==> src/rtl/ole_pkg.sv <==
package ole_pkg;

    localparam int CAPACITY    = 64;
    localparam int SLOT_W      = $clog2(CAPACITY);
    localparam int COUNT_W     = $clog2(CAPACITY + 1);
    localparam int VALUE_W     = 32;

    // Request codes.
    localparam logic [2:0] ACT_INS_HEAD = 3'd0;
    localparam logic [2:0] ACT_INS_TAIL = 3'd1;
    localparam logic [2:0] ACT_INS_AT   = 3'd2;
    localparam logic [2:0] ACT_DEL_HEAD = 3'd3;
    localparam logic [2:0] ACT_DEL_TAIL = 3'd4;
    localparam logic [2:0] ACT_DEL_VAL  = 3'd5;
    localparam logic [2:0] ACT_SEARCH   = 3'd6;
    localparam logic [2:0] ACT_CLEAR    = 3'd7;

    // Status codes.
    localparam logic [2:0] ST_OK        = 3'd0;
    localparam logic [2:0] ST_BAD_POS   = 3'd1;
    localparam logic [2:0] ST_EMPTY     = 3'd2;
    localparam logic [2:0] ST_NOT_FOUND = 3'd3;
    localparam logic [2:0] ST_FULL      = 3'd4;

    // One node as held in the store.
    typedef struct packed {
        logic [VALUE_W-1:0] value;
        logic [SLOT_W-1:0]  next;
        logic [SLOT_W-1:0]  prev;
    } t_node;

    // Write request from the controller to the store.
    typedef struct packed {
        logic               we;
        logic [SLOT_W-1:0]  addr;
        t_node              data;
    } t_node_wr;

endpackage

==> src/rtl/ordered_list_engine_core.sv <==
// Ordered list engine: a bounded doubly linked list of signed 32-bit values.
// Requests enter on the s_axis channel (tdata: item_value, item_position;
// tuser: action). Each request yields exactly one result on the m_axis
// channel (tdata: result_value, result_position, entry_total; tuser: status).
// The block handles one request at a time. Clear and requests that are turned
// away with an error status go straight to the output state. Head and tail
// inserts and deletes need no walk. Insert at a position, delete by value and
// search walk the node memory one link per cycle, since each step needs the
// next link read from the single read port. The next request is accepted at
// the earliest in the cycle after the result transfer. The result sits in an
// output register; a new request is taken only after that result has been
// transferred. When the receiver stalls, the result holds and input ready
// stays low.
// Reset clears the count, the head and tail pointers and the slot map; the
// node memory needs no initialization since only linked slots are read.
module ordered_list_engine_core
    import ole_pkg::*;
(
    input  logic        i_clk,
    input  logic        i_rst_n,
    input  logic        s_axis_tvalid,
    output logic        s_axis_tready,
    input  logic [39:0] s_axis_tdata,   // item_value[31:0], item_position[38:32], zero
    input  logic [2:0]  s_axis_tuser,   // action
    output logic        m_axis_tvalid,
    input  logic        m_axis_tready,
    output logic [47:0] m_axis_tdata,   // result_value[31:0], result_position[37:32],
                                        // entry_total[44:38], zero
    output logic [2:0]  m_axis_tuser    // status
);

    localparam logic [2:0] S_IDLE  = 3'd0;
    localparam logic [2:0] S_WALK  = 3'd1;
    localparam logic [2:0] S_FIX1  = 3'd2;
    localparam logic [2:0] S_FIX2  = 3'd3;
    localparam logic [2:0] S_FIX3  = 3'd4;
    localparam logic [2:0] S_OUT   = 3'd5;
    localparam logic [2:0] S_RD    = 3'd6;

    logic [2:0]          r_state, n_state;
    logic [2:0]          r_act, n_act;
    logic [VALUE_W-1:0]  r_val, n_val;
    logic [6:0]          r_pos, n_pos;
    logic [SLOT_W-1:0]   r_first, n_first;
    logic [SLOT_W-1:0]   r_last, n_last;
    logic [COUNT_W-1:0]  r_count, n_count;
    logic [SLOT_W-1:0]   r_cur, n_cur;
    logic [COUNT_W-1:0]  r_idx, n_idx;
    logic [SLOT_W-1:0]   r_ns, n_ns;
    logic [SLOT_W-1:0]   r_p, n_p;
    logic [SLOT_W-1:0]   r_n, n_n;
    logic [VALUE_W-1:0]  r_rm, n_rm;
    logic                r_ovalid, n_ovalid;
    logic [2:0]          r_ost, n_ost;
    logic [VALUE_W-1:0]  r_oval, n_oval;
    logic [SLOT_W-1:0]   r_opos, n_opos;

    t_node_wr            wr;
    logic [SLOT_W-1:0]   raddr;
    t_node               rdata;
    logic                take, rel, clr;
    logic [SLOT_W-1:0]   rel_slot, free_slot;
    logic                in_fire;

    ole_node_ram u_ram (
        .i_clk   (i_clk),
        .i_wr    (wr),
        .i_raddr (raddr),
        .o_rdata (rdata)
    );

    ole_free_map u_free (
        .i_clk          (i_clk),
        .i_rst_n        (i_rst_n),
        .i_take         (take),
        .i_release      (rel),
        .i_release_slot (rel_slot),
        .i_clear        (clr),
        .o_free_slot    (free_slot)
    );

    assign s_axis_tready = (r_state == S_IDLE) && !r_ovalid;
    assign in_fire       = s_axis_tvalid && s_axis_tready;
    assign m_axis_tvalid = r_ovalid;
    assign m_axis_tuser  = r_ost;
    assign m_axis_tdata  = {3'b000, 7'(r_count), r_opos, r_oval};

    // Main sequencer: read a node, decide, write links back.
    always_comb begin
        n_state = r_state; n_act = r_act; n_val = r_val; n_pos = r_pos;
        n_first = r_first; n_last = r_last; n_count = r_count;
        n_cur = r_cur; n_idx = r_idx; n_ns = r_ns; n_p = r_p; n_n = r_n;
        n_rm = r_rm; n_ovalid = r_ovalid; n_ost = r_ost; n_oval = r_oval;
        n_opos = r_opos;
        wr = '0; raddr = r_cur; take = 1'b0; rel = 1'b0; rel_slot = r_cur;
        clr = 1'b0;
        if (r_ovalid && m_axis_tready) begin
            n_ovalid = 1'b0;
        end
        unique case (r_state)
            S_IDLE: begin
                if (in_fire) begin
                    n_act = s_axis_tuser;
                    n_val = s_axis_tdata[31:0];
                    n_pos = s_axis_tdata[38:32];
                    n_ost = ST_OK; n_oval = s_axis_tdata[31:0]; n_opos = '0;
                    n_cur = r_first; n_idx = '0;
                    n_state = S_OUT;
                    case (s_axis_tuser) inside
                        ACT_INS_HEAD, ACT_INS_TAIL, ACT_INS_AT: begin
                            if (s_axis_tuser == ACT_INS_AT &&
                                COUNT_W'(s_axis_tdata[38:32]) > r_count) begin
                                n_ost = ST_BAD_POS;
                            end else if (s_axis_tuser == ACT_INS_AT &&
                                         s_axis_tdata[38:32] > 7'(CAPACITY)) begin
                                n_ost = ST_BAD_POS;
                            end else if (r_count == COUNT_W'(CAPACITY)) begin
                                n_ost = ST_FULL;
                            end else begin
                                n_ns = free_slot;
                                take = 1'b1;
                                if (s_axis_tuser == ACT_INS_HEAD ||
                                    (s_axis_tuser == ACT_INS_AT &&
                                     s_axis_tdata[38:32] == 7'd0)) begin
                                    n_act = ACT_INS_HEAD;
                                    n_state = S_FIX1;
                                end else if (s_axis_tuser == ACT_INS_TAIL ||
                                    COUNT_W'(s_axis_tdata[38:32]) == r_count) begin
                                    n_act = ACT_INS_TAIL;
                                    n_state = S_FIX1;
                                end else begin
                                    raddr = r_first;
                                    n_state = S_WALK;
                                end
                            end
                        end
                        ACT_DEL_HEAD, ACT_DEL_TAIL, ACT_DEL_VAL, ACT_SEARCH: begin
                            if (s_axis_tuser != ACT_DEL_VAL &&
                                s_axis_tuser != ACT_SEARCH) begin
                                n_oval = '0;
                            end
                            if (r_count == '0) begin
                                n_ost = ST_EMPTY;
                            end else begin
                                n_cur = (s_axis_tuser == ACT_DEL_TAIL) ? r_last : r_first;
                                raddr = n_cur;
                                n_state = (s_axis_tuser == ACT_DEL_HEAD ||
                                           s_axis_tuser == ACT_DEL_TAIL) ? S_RD : S_WALK;
                            end
                        end
                        default: begin
                            clr = 1'b1;
                            n_first = '0; n_last = '0; n_count = '0;
                            n_oval = '0;
                        end
                    endcase
                end
            end
            S_WALK: begin
                // rdata holds node r_cur, at list index r_idx.
                if (r_act == ACT_INS_AT) begin
                    if (7'(r_idx) == r_pos) begin
                        n_p = rdata.prev;
                        n_state = S_FIX1;
                    end else begin
                        n_cur = rdata.next;
                        raddr = rdata.next;
                        n_idx = r_idx + 1'b1;
                    end
                end else if (rdata.value == r_val) begin
                    // Only a search reports the position of the match.
                    if (r_act == ACT_SEARCH) begin
                        n_opos = SLOT_W'(r_idx);
                        n_state = S_OUT;
                    end else begin
                        n_p = rdata.prev; n_n = rdata.next; n_rm = rdata.value;
                        n_state = S_FIX2;
                    end
                end else if (r_idx + 1'b1 == r_count) begin
                    n_ost = ST_NOT_FOUND;
                    n_state = S_OUT;
                end else begin
                    n_cur = rdata.next;
                    raddr = rdata.next;
                    n_idx = r_idx + 1'b1;
                end
            end
            S_RD: begin
                n_p = rdata.prev; n_n = rdata.next; n_rm = rdata.value;
                n_state = S_FIX2;
            end
            S_FIX1: begin
                // Write the new node, then patch the neighbor(s).
                wr.we = 1'b1; wr.addr = r_ns; wr.data.value = r_val;
                n_count = r_count + 1'b1;
                n_state = S_OUT;
                if (r_act == ACT_INS_HEAD) begin
                    wr.data.next = r_first; wr.data.prev = '0;
                    if (r_count == '0) begin
                        n_last = r_ns;
                    end else begin
                        raddr = r_first; n_cur = r_first; n_state = S_FIX3;
                    end
                    n_first = r_ns;
                end else if (r_act == ACT_INS_TAIL) begin
                    wr.data.next = '0; wr.data.prev = r_last;
                    if (r_count == '0) begin
                        n_first = r_ns;
                    end else begin
                        raddr = r_last; n_cur = r_last; n_state = S_FIX3;
                    end
                    n_last = r_ns;
                end else begin
                    wr.data.next = r_cur; wr.data.prev = r_p;
                    raddr = r_p; n_state = S_FIX3;
                end
            end
            S_FIX3: begin
                // rdata is the neighbor read last cycle; patch its link.
                wr.we = 1'b1; wr.data = rdata;
                if (r_act == ACT_INS_HEAD) begin
                    wr.addr = r_cur; wr.data.prev = r_ns;
                    n_state = S_OUT;
                end else if (r_act == ACT_INS_TAIL) begin
                    wr.addr = r_cur; wr.data.next = r_ns;
                    n_state = S_OUT;
                end else begin
                    wr.addr = r_p; wr.data.next = r_ns;
                    raddr = r_cur; n_act = ACT_INS_TAIL; n_state = S_FIX3;
                    // Next pass patches prev of cur to the new node.
                    n_act = ACT_INS_HEAD;
                end
            end
            S_FIX2: begin
                // Unlink r_cur; a middle node has its neighbors patched in two read-modify-writes.
                rel = 1'b1; rel_slot = r_cur;
                n_oval = r_rm;
                n_count = r_count - 1'b1;
                n_state = S_OUT;
                if (r_count == COUNT_W'(1)) begin
                    n_first = '0; n_last = '0;
                end else if (r_cur == r_first) begin
                    n_first = r_n;
                end else if (r_cur == r_last) begin
                    n_last = r_p;
                end else begin
                    raddr = r_p; n_state = S_FIX3; n_act = ACT_DEL_VAL;
                end
                if (r_act == ACT_DEL_VAL && n_state == S_FIX3) begin
                    n_act = ACT_SEARCH;
                end
            end
            default: begin
                n_ovalid = 1'b1;
                n_state = S_IDLE;
            end
        endcase
        // Middle unlink: two extra patch steps handled here.
        if (r_state == S_FIX3 && r_act == ACT_SEARCH) begin
            wr.we = 1'b1; wr.data = rdata; wr.addr = r_p; wr.data.next = r_n;
            raddr = r_n; n_act = ACT_DEL_HEAD; n_state = S_FIX3;
        end else if (r_state == S_FIX3 && r_act == ACT_DEL_HEAD) begin
            wr.we = 1'b1; wr.data = rdata; wr.addr = r_n; wr.data.prev = r_p;
            n_state = S_OUT;
        end
    end

    always_ff @(posedge i_clk) begin
        if (!i_rst_n) begin
            r_state <= S_IDLE;
            r_first <= '0;
            r_last  <= '0;
            r_count <= '0;
            r_ovalid <= 1'b0;
        end else begin
            r_state <= n_state;
            r_first <= n_first;
            r_last  <= n_last;
            r_count <= n_count;
            r_ovalid <= n_ovalid;
        end
        r_act <= n_act; r_val <= n_val; r_pos <= n_pos; r_cur <= n_cur;
        r_idx <= n_idx; r_ns <= n_ns; r_p <= n_p; r_n <= n_n; r_rm <= n_rm;
        r_ost <= n_ost; r_oval <= n_oval; r_opos <= n_opos;
    end

endmodule

==> src/rtl/ole_node_ram.sv <==
module ole_node_ram
    import ole_pkg::*;
(
    input  logic              i_clk,
    input  t_node_wr          i_wr,
    input  logic [SLOT_W-1:0] i_raddr,
    output t_node             o_rdata
);

    t_node r_mem [CAPACITY];

    // Single write port and one registered read port.
    always_ff @(posedge i_clk) begin
        if (i_wr.we) begin
            r_mem[i_wr.addr] <= i_wr.data;
        end
        o_rdata <= r_mem[i_raddr];
    end

endmodule

==> src/rtl/ole_free_map.sv <==
module ole_free_map
    import ole_pkg::*;
(
    input  logic              i_clk,
    input  logic              i_rst_n,
    input  logic              i_take,
    input  logic              i_release,
    input  logic [SLOT_W-1:0] i_release_slot,
    input  logic              i_clear,
    output logic [SLOT_W-1:0] o_free_slot
);

    logic [CAPACITY-1:0] r_used;
    logic [CAPACITY-1:0] n_used;

    // Lowest free slot, found by a priority search over the in-use bits.
    always_comb begin
        o_free_slot = '0;
        for (int k = CAPACITY - 1; k >= 0; k--) begin
            if (!r_used[k]) begin
                o_free_slot = SLOT_W'(k);
            end
        end
    end

    always_comb begin
        n_used = r_used;
        if (i_clear) begin
            n_used = '0;
        end else begin
            if (i_take) begin
                n_used[o_free_slot] = 1'b1;
            end
            if (i_release) begin
                n_used[i_release_slot] = 1'b0;
            end
        end
    end

    always_ff @(posedge i_clk) begin
        if (!i_rst_n) begin
            r_used <= '0;
        end else begin
            r_used <= n_used;
        end
    end

endmodule

==> config.mk <==
export PLATFORM = sky130hd
export DESIGN_NAME = ordered_list_engine_core
export DESIGN_NICKNAME = d
export VERILOG_FILES = /design/src/rtl/ole_pkg.sv /design/src/rtl/ordered_list_engine_core.sv /design/src/rtl/ole_node_ram.sv /design/src/rtl/ole_free_map.sv
export SDC_FILE = /design/constraint.sdc
export NUM_CORES = 2
export LEC_CHECK = 0
export BUFFER_PORTS_ARGS = -buffer_cell sky130_fd_sc_hd__buf_2
export CORE_MARGIN = 2
export CORE_UTILIZATION = 29
export CTS_CLUSTER_DIAMETER = 150
export DETAILED_ROUTE_END_ITERATION = 16
export HOLD_SLACK_MARGIN = 0.02
export PLACE_DENSITY = 0.47
export SYNTH_ARGS = -nofsm -noshare
export SYNTH_HDL_FRONTEND = slang
export SYNTH_SLANG_ARGS = --single-unit
==> constraint.sdc <==
create_clock -name i_clk -period 5.3 [get_ports i_clk]
set_input_delay 0.795 -clock i_clk [delete_from_list [all_inputs] [get_ports i_clk]]
set_output_delay 0.795 -clock i_clk [all_outputs]
set_load 0.005 [all_outputs]
==> flow_metrics.tcl <==
set metrics [dict create \
    worst_skew_late_latency_ns 0.96 \
    final_util 0.355 \
    max_clock_freq_mhz 190 \
    ioPinCount 100 \
    cell_row_count 239 \
    cts_sinks 3093 \
    powerDensity_nw_per_um2 732 \
    critPathArrivalTime_ns 6.06 \
    globalRouteOverflowTotal 0 \
    place_congestion 0.872 \
    seqCellArea_um2 91500 \
    total_switching_power_mw 47.6 \
    nNetsFinal 9643 \
    start_util 0.292 \
    final_period_minus_worst_setup_slack_ns 5.25 \
    cell_internal_pwr_mw 62.6 \
    floorplan_core_area_um2 424000 \
    global_route_wire_length_before_repair_mm 688 \
    syn_avg_cell_area_um2 14.1 \
    multiInputGateArea_um2 30300 \
    clkTransAtPathRegs_ns 0.06 \
    antenna_found_initial 26 \
    vdd.ir_drop.worst_uv 566 \
    fin_crit_sh 0.991 \
    yosys_warnings 0 \
    min_delay_worst_endpoint "r_val[26]" \
    r2r_setup_slack_ns 0.05 \
    min_path_cells 1 \
    die_y_um 657 \
    fill_cells 40600 \
    share_clk_of_total_power 0.209 \
    syn-instance-count 8757 \
    reg2reg_from "r_count[2]" \
    hp-class "input port to register" \
    cts_buffer_depth 4 \
    crit_required_ns 6.11 \
    detailed_place_hpwl_mm 307 \
    r2r.worst_path.cells 16 \
    power.share.combinational 0.518 \
    power.sequential.fraction 0.274 \
    die_area_um2 432000 \
    synth_sequential_area_ratio 0.740 \
    routed_via_density 5.52 \
    grt_max_degree 65 \
    setup_violations 0 \
    area_delta_synth_final_pct 21.6 \
    crit_fanout 19 \
    cap_violations 0 \
    critical_path.endpoint_type "register" \
    ctsHtreeMaxLevel 5 \
    ys_types 91 \
    postSynth.topFlopCell "sky130_fd_sc_hd__edfxtp_1" \
    async_flop_share 0 \
    synth-seq-cells 3093 \
    cp-start-kind "register" \
    max_slew_margin 0.134 \
    worst_r2r_endpoint "u_ram.o_rdata[37]" \
    post-layout-total-power_mw 110 \
    netSwitchingFraction 0.432 \
    io_buffer_count 95 \
    detail_route.iter0.violations 12200 \
    first_pass_iters 8 \
    worst-setup-path-type "register to register" \
    via_count 85600 \
    timing.final.hold_violations 0 \
    synth_edf_count 2959 \
    grt.total_usage 0.227 \
    drc 0 \
    hold_path_startpoint "s_axis_tdata[26]" \
    run_status "completed" \
    cts-root-buf "sky130_fd_sc_hd__clkbuf_16" \
    worst_slew_pin_slew_ns 1.30 \
    ant_nets 0 \
    post_drt_wl_per_cell_um 32.8 \
    finalMaxSlewViolations 0 \
    rsz0062_at_grt "no" \
    grt_pass1_vias 81000 \
    layout-drive-gt1-share 0.174 \
    cts_made_buffers 335 \
    routed_wirelength_mm 509 \
    die-width_um 657 \
    fin_skew_ns 0.0418 \
    netlist_area_um2 124000 \
    cellLeakagePower_nw 51.5 \
    tritoncts_clock_tree "built" \
]
## layer usage
metal,share of wire,GRT usage,vias up,wire [um]
li1,-,-,35400,-
met3,0.085,0.0347,822,43500
met4,0.043,0.0895,10,21900
met2,0.45,0.358,4486,231000
met5,0.00013,0,-,68
met1,0.42,0.315,44900,213000
## metrics by stage
step / worst slack, ns / hold WS (ns) / area [um^2] / instances / setup TNS (ns)
finish: 0.0498 / 0.0711 / 151000 / 15500 / 0
global route: 0.00910 / 0.0510 / 150000 / 15500 / 0
CTS: 0.0132 / 0.0208 / 150000 / 15500 / 0
detailed placement: -0.262 / 0.468 / 140000 / 14900 / -1.62
global placement: -0.452 / 0.453 / 140000 / 14900 / -3.18
floorplan: 0.289 / 0.404 / 124000 / 8759 / 0
## placed cells by master, fill, tap and decap left out, types with 73 or more instances in the layout
master,count
sky130_fd_sc_hd__clkbuf_1,73
sky130_fd_sc_hd__buf_4,712
sky130_fd_sc_hd__buf_2,95
sky130_fd_sc_hd__a311oi_1,81
sky130_fd_sc_hd__a31oi_1,145
sky130_fd_sc_hd__nand3_1,229
sky130_fd_sc_hd__nor2_1,129
sky130_fd_sc_hd__o22ai_1,138
sky130_fd_sc_hd__a21oi_1,536
sky130_fd_sc_hd__dfxtp_1,133
sky130_fd_sc_hd__edfxtp_1,2959
sky130_fd_sc_hd__a211oi_1,149
sky130_fd_sc_hd__nor4_1,79
sky130_fd_sc_hd__nand2_1,1648
sky130_fd_sc_hd__buf_12,236
sky130_fd_sc_hd__o21ai_0,213
sky130_fd_sc_hd__nor3_1,88
sky130_fd_sc_hd__mux2i_1,488
sky130_fd_sc_hd__and3_1,175
sky130_fd_sc_hd__clkbuf_16,347
## cell usage after synthesis (all sizes together) (148+ instances only)
cell type,instances,share of area
nand3,230,0.0093
nor2,209,0.0064
a31oi,148,0.0075
clkbuf,265,0.0080
o21ai,215,0.0087
nand2,1657,0.050
edfxtp,2959,0.72
mux2i,488,0.039
a211oi,150,0.0091
buf,323,0.014
a21oi,544,0.022
and3,175,0.0088
## registers in the layout, indices dropped and copies added, names as in the netlist, 6 cells and up
register / cells
r_oval: 32
r_count: 7
r_val: 32
r_last: 6
r_p: 6
r_first: 6
u_ram.o_rdata: 44
r_cur: 6
r_idx: 7
r_opos: 6
u_ram.r_mem: 2816
r_n: 6
r_rm: 32
r_pos: 7
u_free.r_used: 64
r_ns: 6
## timing repair
action | CTS | global route
pin swaps | 1 | 1
setup buffers | 0 | 2
endpoints found under the setup margin | 11 | 26
resized for setup | 6 | 14
hold buffers | 30 | 0
endpoints found under the hold margin | 30 | 0
## how the worst max path moves through the flow
stage | start | endpoint | slack (ns) | cells after the start
2_1_floorplan | r_state[2] | u_ram.r_mem[0][0] | 0.29 | 10
3_3_place_gp | s_axis_tdata[32] | u_ram.o_rdata[20] | -0.45 | 20
3_5_place_dp | s_axis_tdata[32] | u_ram.o_rdata[20] | -0.26 | 20
4_1_cts | r_count[2] | u_ram.o_rdata[25] | 0.01 | 18
5_1_grt | r_count[2] | u_ram.o_rdata[36] | 0.009 | 18
6_report | r_count[2] | u_ram.o_rdata[37] | 0.05 | 16
## cell type report
cell class	count	share of cell area
tap	5663	0.0471
sequential	3093	0.608
timing repair buffer	1076	0.0724
clock buffer	439	0.0613
clock inverter	163	0.00886
multi-input combinational	5035	0.201
inverter	43	0.00107
antenna	6	0.0000998
## logic make-up (layout without fill, tap and decap cells)
family          after synthesis  in the layout  share of synthesized area
mux                         502            502                     0.0407
fa+ha+maj                    12             12                    0.00121
other cells                   1              9                  0.0000303
xor+xnor                     70             70                    0.00495
compound gates             1809           1809                     0.0966
flops                      3093           3093                      0.740
buf+inv                     631           1721                     0.0231
simple gates               2639           2639                     0.0937
## worst max-delay path, stage by stage, from the launching register on
cell,delay [ns]
sky130_fd_sc_hd__dfxtp_1,0.50
sky130_fd_sc_hd__inv_2,0.16
sky130_fd_sc_hd__ha_1,0.33
sky130_fd_sc_hd__nand4_1,0.17
sky130_fd_sc_hd__or2_2,0.35
sky130_fd_sc_hd__a22o_1,0.25
sky130_fd_sc_hd__or4_1,0.44
sky130_fd_sc_hd__o211a_1,0.17
sky130_fd_sc_hd__o41a_2,0.50
sky130_fd_sc_hd__buf_12,0.18
sky130_fd_sc_hd__nand2_4,0.22
sky130_fd_sc_hd__buf_12,0.24
sky130_fd_sc_hd__buf_12,0.20
sky130_fd_sc_hd__a21oi_1,0.07
sky130_fd_sc_hd__o41ai_1,0.53
sky130_fd_sc_hd__a21oi_1,0.18
sky130_fd_sc_hd__or4_1,0.51
## power groups by stage
stage	Sequential, mW	Combinational, mW	Clock [mW]
global placement	30.6	55.9	0
global route	30.2	59.2	24.2
floorplan	30.2	25.4	0
finish	30.1	57.0	23.0
CTS	30.1	56.3	23.3
detailed placement	30.6	56.1	0
No activity file was read; power rests on OpenSTA's default activity.
